## src/design/srlp_pkg.sv

```systemverilog
// Shared types and constants for the S-record line parser.
package srlp_pkg;

  typedef enum logic [2:0] {
    PH_WAIT, PH_TAG, PH_LEN, PH_BODY, PH_EOL
  } phase_t;

  localparam logic [1:0] RK_PAYLOAD  = 2'd0;
  localparam logic [1:0] RK_ACCEPT   = 2'd1;
  localparam logic [1:0] RK_ERROR    = 2'd2;
  localparam logic [1:0] RK_COMPLETE = 2'd3;

  localparam logic [2:0] KIND_HEADER  = 3'd0;
  localparam logic [2:0] KIND_DATA    = 3'd1;
  localparam logic [2:0] KIND_COUNT   = 3'd2;
  localparam logic [2:0] KIND_START   = 3'd3;
  localparam logic [2:0] KIND_UNKNOWN = 3'd4;

  localparam logic [4:0] ERR_NONE       = 5'd0;
  localparam logic [4:0] ERR_GARBAGE    = 5'd1;
  localparam logic [4:0] ERR_BAD_LEN    = 5'd2;
  localparam logic [4:0] ERR_CHECKSUM   = 5'd3;
  localparam logic [4:0] ERR_EOL        = 5'd4;
  localparam logic [4:0] ERR_SHORT      = 5'd5;
  localparam logic [4:0] ERR_TYPE       = 5'd6;
  localparam logic [4:0] ERR_NO_HEADER  = 5'd7;
  localparam logic [4:0] ERR_NOT_LAST   = 5'd8;
  localparam logic [4:0] ERR_DUP_HEADER = 5'd9;
  localparam logic [4:0] ERR_HDR_ADDR   = 5'd10;
  localparam logic [4:0] ERR_EMPTY_DATA = 5'd11;
  localparam logic [4:0] ERR_COUNT      = 5'd12;
  localparam logic [4:0] ERR_TERM_DATA  = 5'd13;
  localparam logic [4:0] ERR_DUP_TERM   = 5'd14;
  localparam logic [4:0] ERR_NO_DATA    = 5'd15;
  localparam logic [4:0] ERR_NO_TERM    = 5'd16;
  localparam logic [4:0] ERR_BAD_HEX    = 5'd17;

  localparam logic [7:0] CHAR_S  = 8'h53;
  localparam logic [7:0] CHAR_NL = 8'h0A;
  localparam logic [7:0] SUM_OK  = 8'hFF;

  // Classified character, passed from front to back.
  typedef struct packed {
    logic       eoi;
    logic       is_s;
    logic       is_nl;
    logic       hex_ok;
    logic [3:0] hex;
  } cls_t;

  // One result item.
  typedef struct packed {
    logic [1:0]  result_kind;
    logic [1:0]  record_kind;
    logic [31:0] byte_address;
    logic [7:0]  payload_byte;
    logic [7:0]  payload_length;
    logic [4:0]  error_code;
  } res_t;

  function automatic logic [2:0] tag_kind(input logic [3:0] tag);
    logic [2:0] k;
    begin
      k = KIND_UNKNOWN;
      if (tag == 4'd0) k = KIND_HEADER;
      else if (tag >= 4'd1 && tag <= 4'd3) k = KIND_DATA;
      else if (tag == 4'd5 || tag == 4'd6) k = KIND_COUNT;
      else if (tag >= 4'd7 && tag <= 4'd9) k = KIND_START;
      return k;
    end
  endfunction

  function automatic logic [2:0] addr_size(input logic [3:0] tag, input logic [7:0] len);
    logic [2:0] n;
    begin
      n = 3'd2;
      if (tag == 4'd0) n = (len < 8'd2) ? len[2:0] : 3'd2;
      else if (tag == 4'd2 || tag == 4'd8) n = 3'd3;
      else if (tag == 4'd3 || tag == 4'd7) n = 3'd4;
      else if (tag == 4'd5) n = (len >= 8'd2 && len <= 8'd4) ? len[2:0] : 3'd2;
      else if (tag == 4'd6) n = (len == 8'd4) ? 3'd4 : 3'd3;
      return n;
    end
  endfunction

endpackage

```

## src/design/srlp_front.sv

```systemverilog
// Input stage: accept characters and classify them into a two-entry queue.
`default_nettype none
module srlp_front
  import srlp_pkg::*;
(
  input  wire logic       clk,
  input  wire logic       rst,
  input  wire logic       in_valid,
  output logic            in_ready,
  input  wire logic [7:0] char_code,
  input  wire logic       end_of_input,
  output logic            q_valid,
  output cls_t            q_data,
  input  wire logic       q_take
);

  cls_t       mem [2];
  logic       wp, rp;
  logic [1:0] cnt;
  cls_t       cls;
  logic       push;

  always_comb begin
    cls.eoi    = end_of_input;
    cls.is_s   = (char_code == CHAR_S);
    cls.is_nl  = (char_code == CHAR_NL);
    cls.hex_ok = 1'b1;
    cls.hex    = 4'd0;
    if (char_code >= 8'h30 && char_code <= 8'h39) cls.hex = 4'(char_code - 8'h30);
    else if (char_code >= 8'h41 && char_code <= 8'h46) cls.hex = 4'(char_code - 8'h37);
    else if (char_code >= 8'h61 && char_code <= 8'h66) cls.hex = 4'(char_code - 8'h57);
    else cls.hex_ok = 1'b0;
  end

  assign in_ready = (cnt != 2'd2);
  assign push     = in_valid && in_ready;
  assign q_valid  = (cnt != 2'd0);
  assign q_data   = mem[rp];

  always_ff @(posedge clk) begin
    if (push) mem[wp] <= cls;
    if (rst) begin
      wp  <= 1'b0;
      rp  <= 1'b0;
      cnt <= 2'd0;
    end else begin
      if (push) wp <= ~wp;
      if (q_take) rp <= ~rp;
      cnt <= cnt + 2'(push) - 2'(q_take);
    end
  end

endmodule
`default_nettype wire

```

## src/design/srlp_back.sv

```systemverilog
// Parse engine: line state machine, checks and result register.
`default_nettype none
module srlp_back
  import srlp_pkg::*;
(
  input  wire logic        clk,
  input  wire logic        rst,
  input  wire logic [3:0]  shift_amt,
  input  wire logic        q_valid,
  input  cls_t             q_data,
  output logic             q_take,
  output logic             out_valid,
  input  wire logic        out_ready,
  output res_t             out_res
);

  phase_t      phase, phase_next;
  logic [3:0]  tag, tag_next;
  logic [4:0]  hn, hn_next;
  logic [7:0]  remaining, remaining_next;
  logic [2:0]  naddr, naddr_next;
  logic [31:0] acc, acc_next;
  logic [7:0]  pidx, pidx_next;
  logic [7:0]  sum, sum_next;
  logic [31:0] dcount, dcount_next;
  logic [2:0]  seen, seen_next;
  logic        err, err_next;
  logic        emit;
  res_t        res;

  logic [7:0]  b, len, plen;
  logic [2:0]  kind;
  logic [31:0] sh, mask;
  logic        adv;

  // Advance when a character is queued and the result slot is free or draining.
  assign adv    = q_valid && (!out_valid || out_ready);
  assign q_take = adv;

  always_comb begin
    phase_next = phase; tag_next = tag; hn_next = hn; remaining_next = remaining;
    naddr_next = naddr; acc_next = acc; pidx_next = pidx; sum_next = sum;
    dcount_next = dcount; seen_next = seen; err_next = err;
    emit = 1'b0;
    res = '0;
    b    = {hn[3:0], q_data.hex};
    kind = tag_kind(tag);
    sh   = acc << shift_amt;
    len  = pidx - 8'd1;
    plen = len - 8'(naddr);
    mask = 32'hFFFF_FFFF;
    if (acc <= 32'h0000_FFFF) mask = 32'h0000_FFFF;
    else if (acc <= 32'h00FF_FFFF) mask = 32'h00FF_FFFF;
    if (adv && !err) begin
      unique case (phase)
        PH_WAIT: begin
          if (q_data.eoi) begin
            emit = 1'b1;
            if (!seen[0]) res.error_code = ERR_NO_HEADER;
            else if (dcount == 32'd0) res.error_code = ERR_NO_DATA;
            else if (!seen[1]) res.error_code = ERR_NO_TERM;
            res.result_kind = (res.error_code == ERR_NONE) ? RK_COMPLETE : RK_ERROR;
          end else if (q_data.is_s) phase_next = PH_TAG;
          else if (!q_data.is_nl) begin
            emit = 1'b1; res.result_kind = RK_ERROR; res.error_code = ERR_GARBAGE;
          end
        end
        PH_TAG: begin
          if (q_data.eoi || !q_data.hex_ok) begin
            emit = 1'b1; res.result_kind = RK_ERROR; res.error_code = ERR_BAD_HEX;
          end else begin
            tag_next = q_data.hex; sum_next = 8'd0; hn_next = 5'd0; phase_next = PH_LEN;
          end
        end
        PH_LEN, PH_BODY: begin
          if (q_data.eoi || !q_data.hex_ok) begin
            emit = 1'b1; res.result_kind = RK_ERROR; res.error_code = ERR_BAD_HEX;
          end else if (!hn[4]) begin
            hn_next = {1'b1, q_data.hex};
          end else begin
            hn_next  = 5'd0;
            sum_next = sum + b;
            if (phase == PH_LEN) begin
              if (b == 8'd0) begin
                emit = 1'b1; res.result_kind = RK_ERROR; res.error_code = ERR_BAD_LEN;
              end else begin
                remaining_next = b; pidx_next = 8'd0; acc_next = 32'd0;
                naddr_next = addr_size(tag, b - 8'd1); phase_next = PH_BODY;
              end
            end else begin
              if (pidx < 8'(naddr)) acc_next = {acc[23:0], b};
              pidx_next = pidx + 8'd1;
              remaining_next = remaining - 8'd1;
              if (remaining == 8'd1) begin
                phase_next = PH_EOL;
                if (sum + b != SUM_OK) begin
                  emit = 1'b1; res.result_kind = RK_ERROR; res.error_code = ERR_CHECKSUM;
                end
              end else if ((kind == KIND_HEADER || kind == KIND_DATA)
                           && pidx >= 8'(naddr)) begin
                emit = 1'b1;
                res.result_kind  = RK_PAYLOAD;
                res.record_kind  = kind[1:0];
                res.byte_address = sh + 32'(pidx - 8'(naddr));
                res.payload_byte = b;
              end
            end
          end
        end
        PH_EOL: begin
          emit = 1'b1;
          res.result_kind = RK_ERROR;
          if (q_data.eoi || !q_data.is_nl) res.error_code = ERR_EOL;
          else begin
            phase_next = PH_WAIT;
            if (len < 8'(naddr)) res.error_code = ERR_SHORT;
            else begin
              seen_next[2] = 1'b1;
              if (kind != KIND_HEADER && !seen[0]) res.error_code = ERR_NO_HEADER;
              else if (kind != KIND_START && seen[1]) res.error_code = ERR_NOT_LAST;
              else begin
                unique case (kind)
                  KIND_HEADER: begin
                    if (seen[0]) res.error_code = ERR_DUP_HEADER;
                    else if (sh != 32'd0) res.error_code = ERR_HDR_ADDR;
                    else begin
                      seen_next[0] = 1'b1;
                      res.record_kind = KIND_HEADER[1:0];
                      res.payload_length = plen;
                    end
                  end
                  KIND_DATA: begin
                    dcount_next = dcount + 32'd1;
                    if (plen == 8'd0) res.error_code = ERR_EMPTY_DATA;
                    else begin
                      res.record_kind = KIND_DATA[1:0];
                      res.byte_address = sh;
                      res.payload_length = plen;
                    end
                  end
                  KIND_COUNT: begin
                    if (acc != (mask & dcount)) res.error_code = ERR_COUNT;
                    else begin
                      res.record_kind = KIND_COUNT[1:0];
                      res.byte_address = acc;
                      res.payload_length = plen;
                    end
                  end
                  KIND_START: begin
                    if (plen != 8'd0) res.error_code = ERR_TERM_DATA;
                    else if (seen[1]) res.error_code = ERR_DUP_TERM;
                    else begin
                      seen_next[1] = 1'b1;
                      res.record_kind = KIND_START[1:0];
                      res.byte_address = sh;
                    end
                  end
                  default: res.error_code = ERR_TYPE;
                endcase
              end
            end
            if (res.error_code == ERR_NONE) res.result_kind = RK_ACCEPT;
          end
        end
        default: phase_next = PH_WAIT;
      endcase
      if (emit && res.result_kind == RK_ERROR) err_next = 1'b1;
    end
  end

  always_ff @(posedge clk) begin
    if (adv && emit) out_res <= res;
    if (rst) begin
      phase <= PH_WAIT; tag <= 4'd0; hn <= 5'd0; remaining <= 8'd0; naddr <= 3'd2;
      acc <= 32'd0; pidx <= 8'd0; sum <= 8'd0; dcount <= 32'd0; seen <= 3'd0;
      err <= 1'b0; out_valid <= 1'b0;
    end else begin
      phase <= phase_next; tag <= tag_next; hn <= hn_next; remaining <= remaining_next;
      naddr <= naddr_next; acc <= acc_next; pidx <= pidx_next; sum <= sum_next;
      dcount <= dcount_next; seen <= seen_next; err <= err_next;
      if (adv) out_valid <= emit;
      else if (out_ready) out_valid <= 1'b0;
    end
  end

endmodule
`default_nettype wire

```

## src/design/srecord_line_parser_top.sv

```systemverilog
// Top level of the S-record line parser.
//
//  channel | signals                                  | direction
//  --------+------------------------------------------+----------
//  input   | in_valid, in_ready, char_code, end_of_input | in
//  output  | out_valid, out_ready, result_kind .. error_code | out
//  config  | cfg_we, cfg_wdata (addr_shift_amount)    | in
//
// One character per cycle sustained while the output is not stalled: the front
// classifies a character into a two-entry queue and the back parse engine
// retires one queued character per cycle, setting the rate. A character is
// registered in the queue and its result in the output register. Reset clears
// all parse state, the queue, the shift register and the result valid flag.
// A stalled output holds the engine; the queue lets the input take up to two
// more characters before in_ready drops.
`default_nettype none
module srecord_line_parser_top
  import srlp_pkg::*;
(
  input  wire logic        clk,
  input  wire logic        rst,
  input  wire logic        cfg_we,
  input  wire logic [3:0]  cfg_wdata,
  input  wire logic        in_valid,
  output logic             in_ready,
  input  wire logic [7:0]  char_code,
  input  wire logic        end_of_input,
  output logic             out_valid,
  input  wire logic        out_ready,
  output logic [1:0]       result_kind,
  output logic [1:0]       record_kind,
  output logic [31:0]      byte_address,
  output logic [7:0]       payload_byte,
  output logic [7:0]       payload_length,
  output logic [4:0]       error_code
);

  logic [3:0] addr_shift_amount;
  logic       q_valid, q_take;
  cls_t       q_data;
  res_t       res;

  // Hold the shift amount; the user must write it only while idle, the block does not enforce this.
  always_ff @(posedge clk) begin
    if (rst) addr_shift_amount <= 4'd0;
    else if (cfg_we) addr_shift_amount <= cfg_wdata;
  end

  srlp_front u_front (
    .clk, .rst, .in_valid, .in_ready, .char_code, .end_of_input,
    .q_valid, .q_data, .q_take
  );

  srlp_back u_back (
    .clk, .rst, .shift_amt(addr_shift_amount), .q_valid, .q_data, .q_take,
    .out_valid, .out_ready, .out_res(res)
  );

  assign result_kind    = res.result_kind;
  assign record_kind    = res.record_kind;
  assign byte_address   = res.byte_address;
  assign payload_byte   = res.payload_byte;
  assign payload_length = res.payload_length;
  assign error_code     = res.error_code;

endmodule
`default_nettype wire

```

## config.mk

```make
export PLATFORM = sky130hd
export DESIGN_NAME = srecord_line_parser_top
export DESIGN_NICKNAME = d
export VERILOG_FILES = /design/src/design/srlp_pkg.sv /design/src/design/srlp_front.sv /design/src/design/srlp_back.sv /design/src/design/srecord_line_parser_top.sv
export SDC_FILE = /design/constraint.sdc
export NUM_CORES = 1
export LEC_CHECK = 0
export BUFFER_PORTS_ARGS = -buffer_cell sky130_fd_sc_hd__buf_2
export CAP_MARGIN = 15
export CORE_MARGIN = 4
export CORE_UTILIZATION = 60
export DETAILED_ROUTE_END_ITERATION = 8
export MAX_ROUTING_LAYER = met4
export PLACE_DENSITY = 0.8
export SLEW_MARGIN = 10
export SYNTH_ARGS = -nofsm -noshare
export SYNTH_HDL_FRONTEND = slang
export SYNTH_HIERARCHICAL = 1
export SYNTH_SLANG_ARGS = --single-unit
```

## constraint.sdc

```tcl
create_clock -name clk -period 8 [get_ports clk]
set_clock_uncertainty 0.15 [all_clocks]
set_input_delay 2.4 -clock clk [delete_from_list [all_inputs] [get_ports clk]]
set_output_delay 2.4 -clock clk [all_outputs]
set_load 0.03 [all_outputs]
```

After elaboration in Yosys (flattened, before gate mapping) --
Memories as Yosys holds them, arrays and structs flattened. A register that Yosys moved wholly into a read port is not among the register bits. Index checks and enable logic that the tools add are counted.
Word-level totals: output and inout port bits 59, input bits 18, register bits 172, word-level logic and storage cells 290, bits in writable memories 16, memories kept 1
Memory list:
- u_front.mem | words 2, width 8, read ports 1, clocked after Yosys merged registers in 1, wr ports 1, RTL line srlp_front.sv:17 | cls_t mem [2];
Operators by class: add/sub/neg operators 14, bitwise operators 15, equality and inequality tests 31, shift operators 1, reduce and logical (&&, ||, !) cells 55, muxes and demuxes 132, magnitude comparators 18
Operators with widths (number):
- 34-bit 2-to-1 mux | 6
- 42-bit 2-to-1 mux | 4
- 32-bit 2-to-1 mux | 5
- 5-bit 2-to-1 mux | 25
- 32-bit case mux with 3 select lines | 1
- 8-bit 2-to-1 mux | 11
- 34-bit case mux with 2 select lines | 1
- 3-bit 2-to-1 mux | 21
- 44-bit 2-to-1 mux | 1
- 5-bit case mux with 4 select lines | 2
- 36-bit 2-to-1 mux | 1
- 33-bit 2-to-1 mux | 1
- 32-bit by 1-bit adder with 32-bit output (second input constant) | 1
- 32-bit adder | 1
- 32-bit bitwise AND | 1
- 32-bit by 16-bit less-or-equal comparator with 1-bit output (second input constant) | 1
- 32-bit by 24-bit less-or-equal comparator with 1-bit output (second input constant) | 1
- 32-bit zero test | 1
- 32-bit != test | 1
- 32-bit nonzero test | 1
- 32-bit by 4-bit left shift with 32-bit output | 1
- 4-bit 2-to-1 mux | 7
- 1-bit 2-to-1 mux | 26
- 2-bit 2-to-1 mux | 13
- other kinds (68) | 132

Depth between registers and ports, before layout --
word-level depth 22, depth in mapped cells 18, depth with buffers taken out 18

By module --
Netlist, hierarchy kept.
Modules (own cells, without submodules):
- srlp_back | instances 1, sequential area each 3853.7 um2, area each 13200.2 um2, cells an instance 1573
- srlp_front | instances 1, sequential area each 580.6 um2, area each 1026.0 um2, cells an instance 77
- srecord_line_parser_top | instances 1, sequential area each 80.1 um2, area each 140.1 um2, cells an instance 13

Worst setup path before layout --
OpenSTA, ideal clock, no wires.
kind input -> register, from in out_ready, to reg u_back/out_res[0] in the netlist's numbering (enable), setup slack 1.407 ns, data required time 7.342 ns, setup time 0.508 ns, path buffers 0, data arrival time 5.935 ns, stages on the path 4, cell sequence nor2b_1 nor3b_1 nand2_1 a31oi_1
Between the ends: word-level cells in the longest chain between the ends 5
RTL lines:
- from (decl) | RTL line srecord_line_parser_top.sv:29 | input wire logic out_ready,
- 1-bit logical OR (*) | RTL line srlp_back.sv:37 | assign adv = q_valid && (!out_valid || out_ready);
- 1-bit logical AND (*) | RTL line srlp_back.sv:37
- 1-bit logical AND | RTL line srlp_back.sv:54 | if (adv && !err) begin
- 1-bit 2-to-1 mux | RTL line srlp_back.sv:54
- 1-bit logical AND (*) | RTL line srlp_back.sv:172 | if (adv && emit) out_res <= res;
- to (signal assigned) | RTL line srlp_back.sv:172
- to (decl) | RTL line srlp_back.sv:14 | output res_t out_res
Every way passes the cells marked *; elsewhere a longest branch is shown, timed or not. A chain may end at the register's enable or synchronous reset.

Worst setup path after layout --
from in out_ready, to reg u_back/out_res[45] in the netlist's numbering (data pin)
Between the ends: word-level cells in the longest chain between the ends 3
RTL lines (RTL line):
- 1-bit logical OR | srlp_back.sv:37
- 1-bit logical AND | srlp_back.sv:37
- 1-bit logical AND | srlp_back.sv:54
No other way between the ends.

==> impl_metrics.tcl <==
set metrics [dict create \
    status "finished, final reports clean" \
    cts_root_buf "clkbuf_16" \
    ios 77 \
    drt-wirelength-per-cell_um 22.0 \
    antenna-diode-count 0 \
    critical_path_class "input pin to register" \
    syn_area_per_cell_um2 8.64 \
    finalSetupTns_ns 0 \
    relSlewSlack_pct 28.0 \
    ctsHoldBuffers 0 \
    drive_gt1_share_pct 13.2 \
    cts_max_path_buffers 2 \
    synth_top_area_cell "dfxtp_1" \
    synth_most_common_cell "nor2_1" \
    viasPerCell 6.84 \
    fp.dieW_um 163 \
    worstHoldPathType "register to register" \
    critPathSlowestCell "nor3b_2" \
    core.rowCount 56 \
    grt_max_degree 73 \
    crit_family "simple AND/OR/NAND/NOR gates" \
    synth_ff_type "dfxtp_1" \
    gr-total-overflow 0 \
    cts_buffers 17 \
    maxCapViolCount 0 \
    setup_slack_ns 2.79 \
    crit_chain "buf_2 > nor2b_1 > nor3b_2 > nand2_1 > nor2_1 > nand2_1 > nor4_1 > a221o_1" \
    nNetsFinal 1744 \
    wl_mm 44.0 \
    detail-route-antenna-nets 0 \
    io_buffers 76 \
    core_area_mm2 0.0235 \
    initial_utilization_pct 61.0 \
    clk_pin_slew_worst_paths_ns 0.07 \
    cp-start-kind "input pin" \
    dieHeight_um 163 \
    dr.pass1.iters 6 \
    gp_congestion 1.03 \
    grt_pass1_vias 12500 \
    synth_common_cells "nor2_1 (187), dfxtp_1 (116), nand2_1 (113)" \
    ys_seq_area_share_pct 31.4 \
    slowest_delay_ns 0.71 \
    synthCells 1663 \
    p_leak_nw 5.88 \
    htree_levels 4 \
    peakVddDrop_mv 0.155 \
    cts_tree "done" \
    die_area_mm2 0.0265 \
    synthTopCellsByArea "dfxtp_1 (16%), edfxtp_1 (15%), mux4_2 (6.3%)" \
    p_per_area_mw_per_mm2 201 \
    rsz0062_at_grt "no" \
    yosys_warnings 6 \
    hold_viol 0 \
    period_needed_ns 5.21 \
    period_share_pct 65.2 \
    cts_resized 0 \
    clk-insertion-delay-late_ns 0.44 \
    min_from "u_back/remaining[4]" \
    syn_to_final_growth_pct 7.81 \
    drtIter0Drc 2116 \
    setup_violations 0 \
    arrival_ns 5.36 \
    yosysTopAreaCellShare_pct 16.2 \
    cts_setup_buffers 0 \
    crit_top_cell "nand2_1" \
    grt_antenna_before_repair 0 \
    drc_errors 0 \
    worst-path-buf-inv 1 \
    grt_pass1_wl_mm 69.9 \
    crit_path_max_fanout 13 \
    hpwl_mm 31.4 \
    slew_viol_final 0 \
    pre_cts_ws_ns 2.43 \
    power.total_mw 3.12 \
    synth_nets 1743 \
    worst_pin_slew_ns 1.08 \
    holdWs_ns 0.332 \
    max_freq_ghz 0.192 \
    crit_path_end_kind "register" \
    numClockSinks 189 \
    synth_cell_types 89 \
    r2r-start "addr_shift_amount[1]" \
    syn_area_mm2 0.0144 \
    ys_ff_latch 189 \
    startpoint "out_ready" \
    worstPathRequired_ns 8.15 \
    num_vias 13700 \
    async_flop_share_pct 0 \
    grt_usage_pct 34.0 \
    synth-edff-count 73 \
]
-- worst min-delay path, delay by kind of cell, from the launching register on --
| family | cells | cell delay, ns |
|---|---|---|
| flip-flops | 1 | 0.31 |
| AO/OA/AOI/OAI | 2 | 0.12 |
-- flip-flops by register name (all words and copies together), names as in the netlist, named ones only --
| signal | cells |
|---|---|
| u_front/cnt | 2 |
| u_back/naddr | 3 |
| u_back/sum | 8 |
| u_back/out_res | 57 |
| u_back/dcount | 32 |
| u_front/wp | 1 |
| u_back/seen | 2 |
| u_back/tag | 4 |
| u_back/hn | 5 |
| u_back/out_valid | 1 |
| u_front/mem | 16 |
| u_front/rp | 1 |
| u_back/phase | 3 |
| u_back/remaining | 8 |
| addr_shift_amount | 4 |
| u_back/acc | 32 |
| u_back/pidx | 8 |
| u_back/err | 1 |
-- cell usage in the layout (no fill, tap or decap), types with 56 or more instances in the layout --
master | Yosys | final
edfxtp_1 | 73 | 73
inv_1 | 71 | 71
nand2_1 | 113 | 113
buf_2 | 11 | 75
a21oi_1 | 92 | 92
a22oi_1 | 62 | 62
nor2_1 | 187 | 186
dfxtp_1 | 116 | 114
xnor2_1 | 56 | 56
ha_1 | 58 | 58
-- where the power goes --
group          internal [mW]  switching, mW
combinational          0.278          0.698
clock                  0.450          0.432
sequential              1.18         0.0765
-- final timing paths --
kind	cells after the start	slack, ns	to
worst max-delay path	8	2.79	u_back/out_res[45]
worst min-delay path	2	0.33	u_back/remaining[4]
worst max register to register	14	2.92	u_back/out_res[44]
worst min register to register	2	0.33	u_back/remaining[4]
-- per-stage QoR --
step | instances | cell area [um^2] | util [%]
5_1_grt | 1996 | 15500 | 65.8
3_3_place_gp | 1963 | 14900 | 63.2
2_1_floorplan | 1663 | 14400 | -
4_1_cts | 1995 | 15500 | 65.8
3_5_place_dp | 1963 | 14900 | 63.2
6_report | 1996 | 15500 | 65.8
-- per-layer routing --
layer | share of wire, % | vias to the layer above | global-route usage, %
met2 | 44 | 795 | 49.6
met3 | 11 | 123 | 6.35
met4 | 3.5 | 0 | 11.6
met1 | 42 | 6509 | 47.9
li1 | - | 6229 | -
met5 | 0 | - | -
-- final cells by class --
cell class | instances | area, um^2
multi-input cells | 1286 | 9160
fillers | 2009 | 8050
flip-flops and latches | 189 | 4520
repair buffers | 96 | 533
clock buffers | 18 | 429
well taps | 319 | 399
inverters | 74 | 278
clock inverters | 14 | 178
-- kinds of logic after synthesis --
group           share of synthesized area (%)
fa+ha+maj                                5.61
compound gates                           20.5
flops                                    31.4
mux                                      10.3
simple gates                             21.5
xor+xnor                                 5.55
buf+inv                                  5.15
Note: power is estimated with default switching activity, not from simulation.
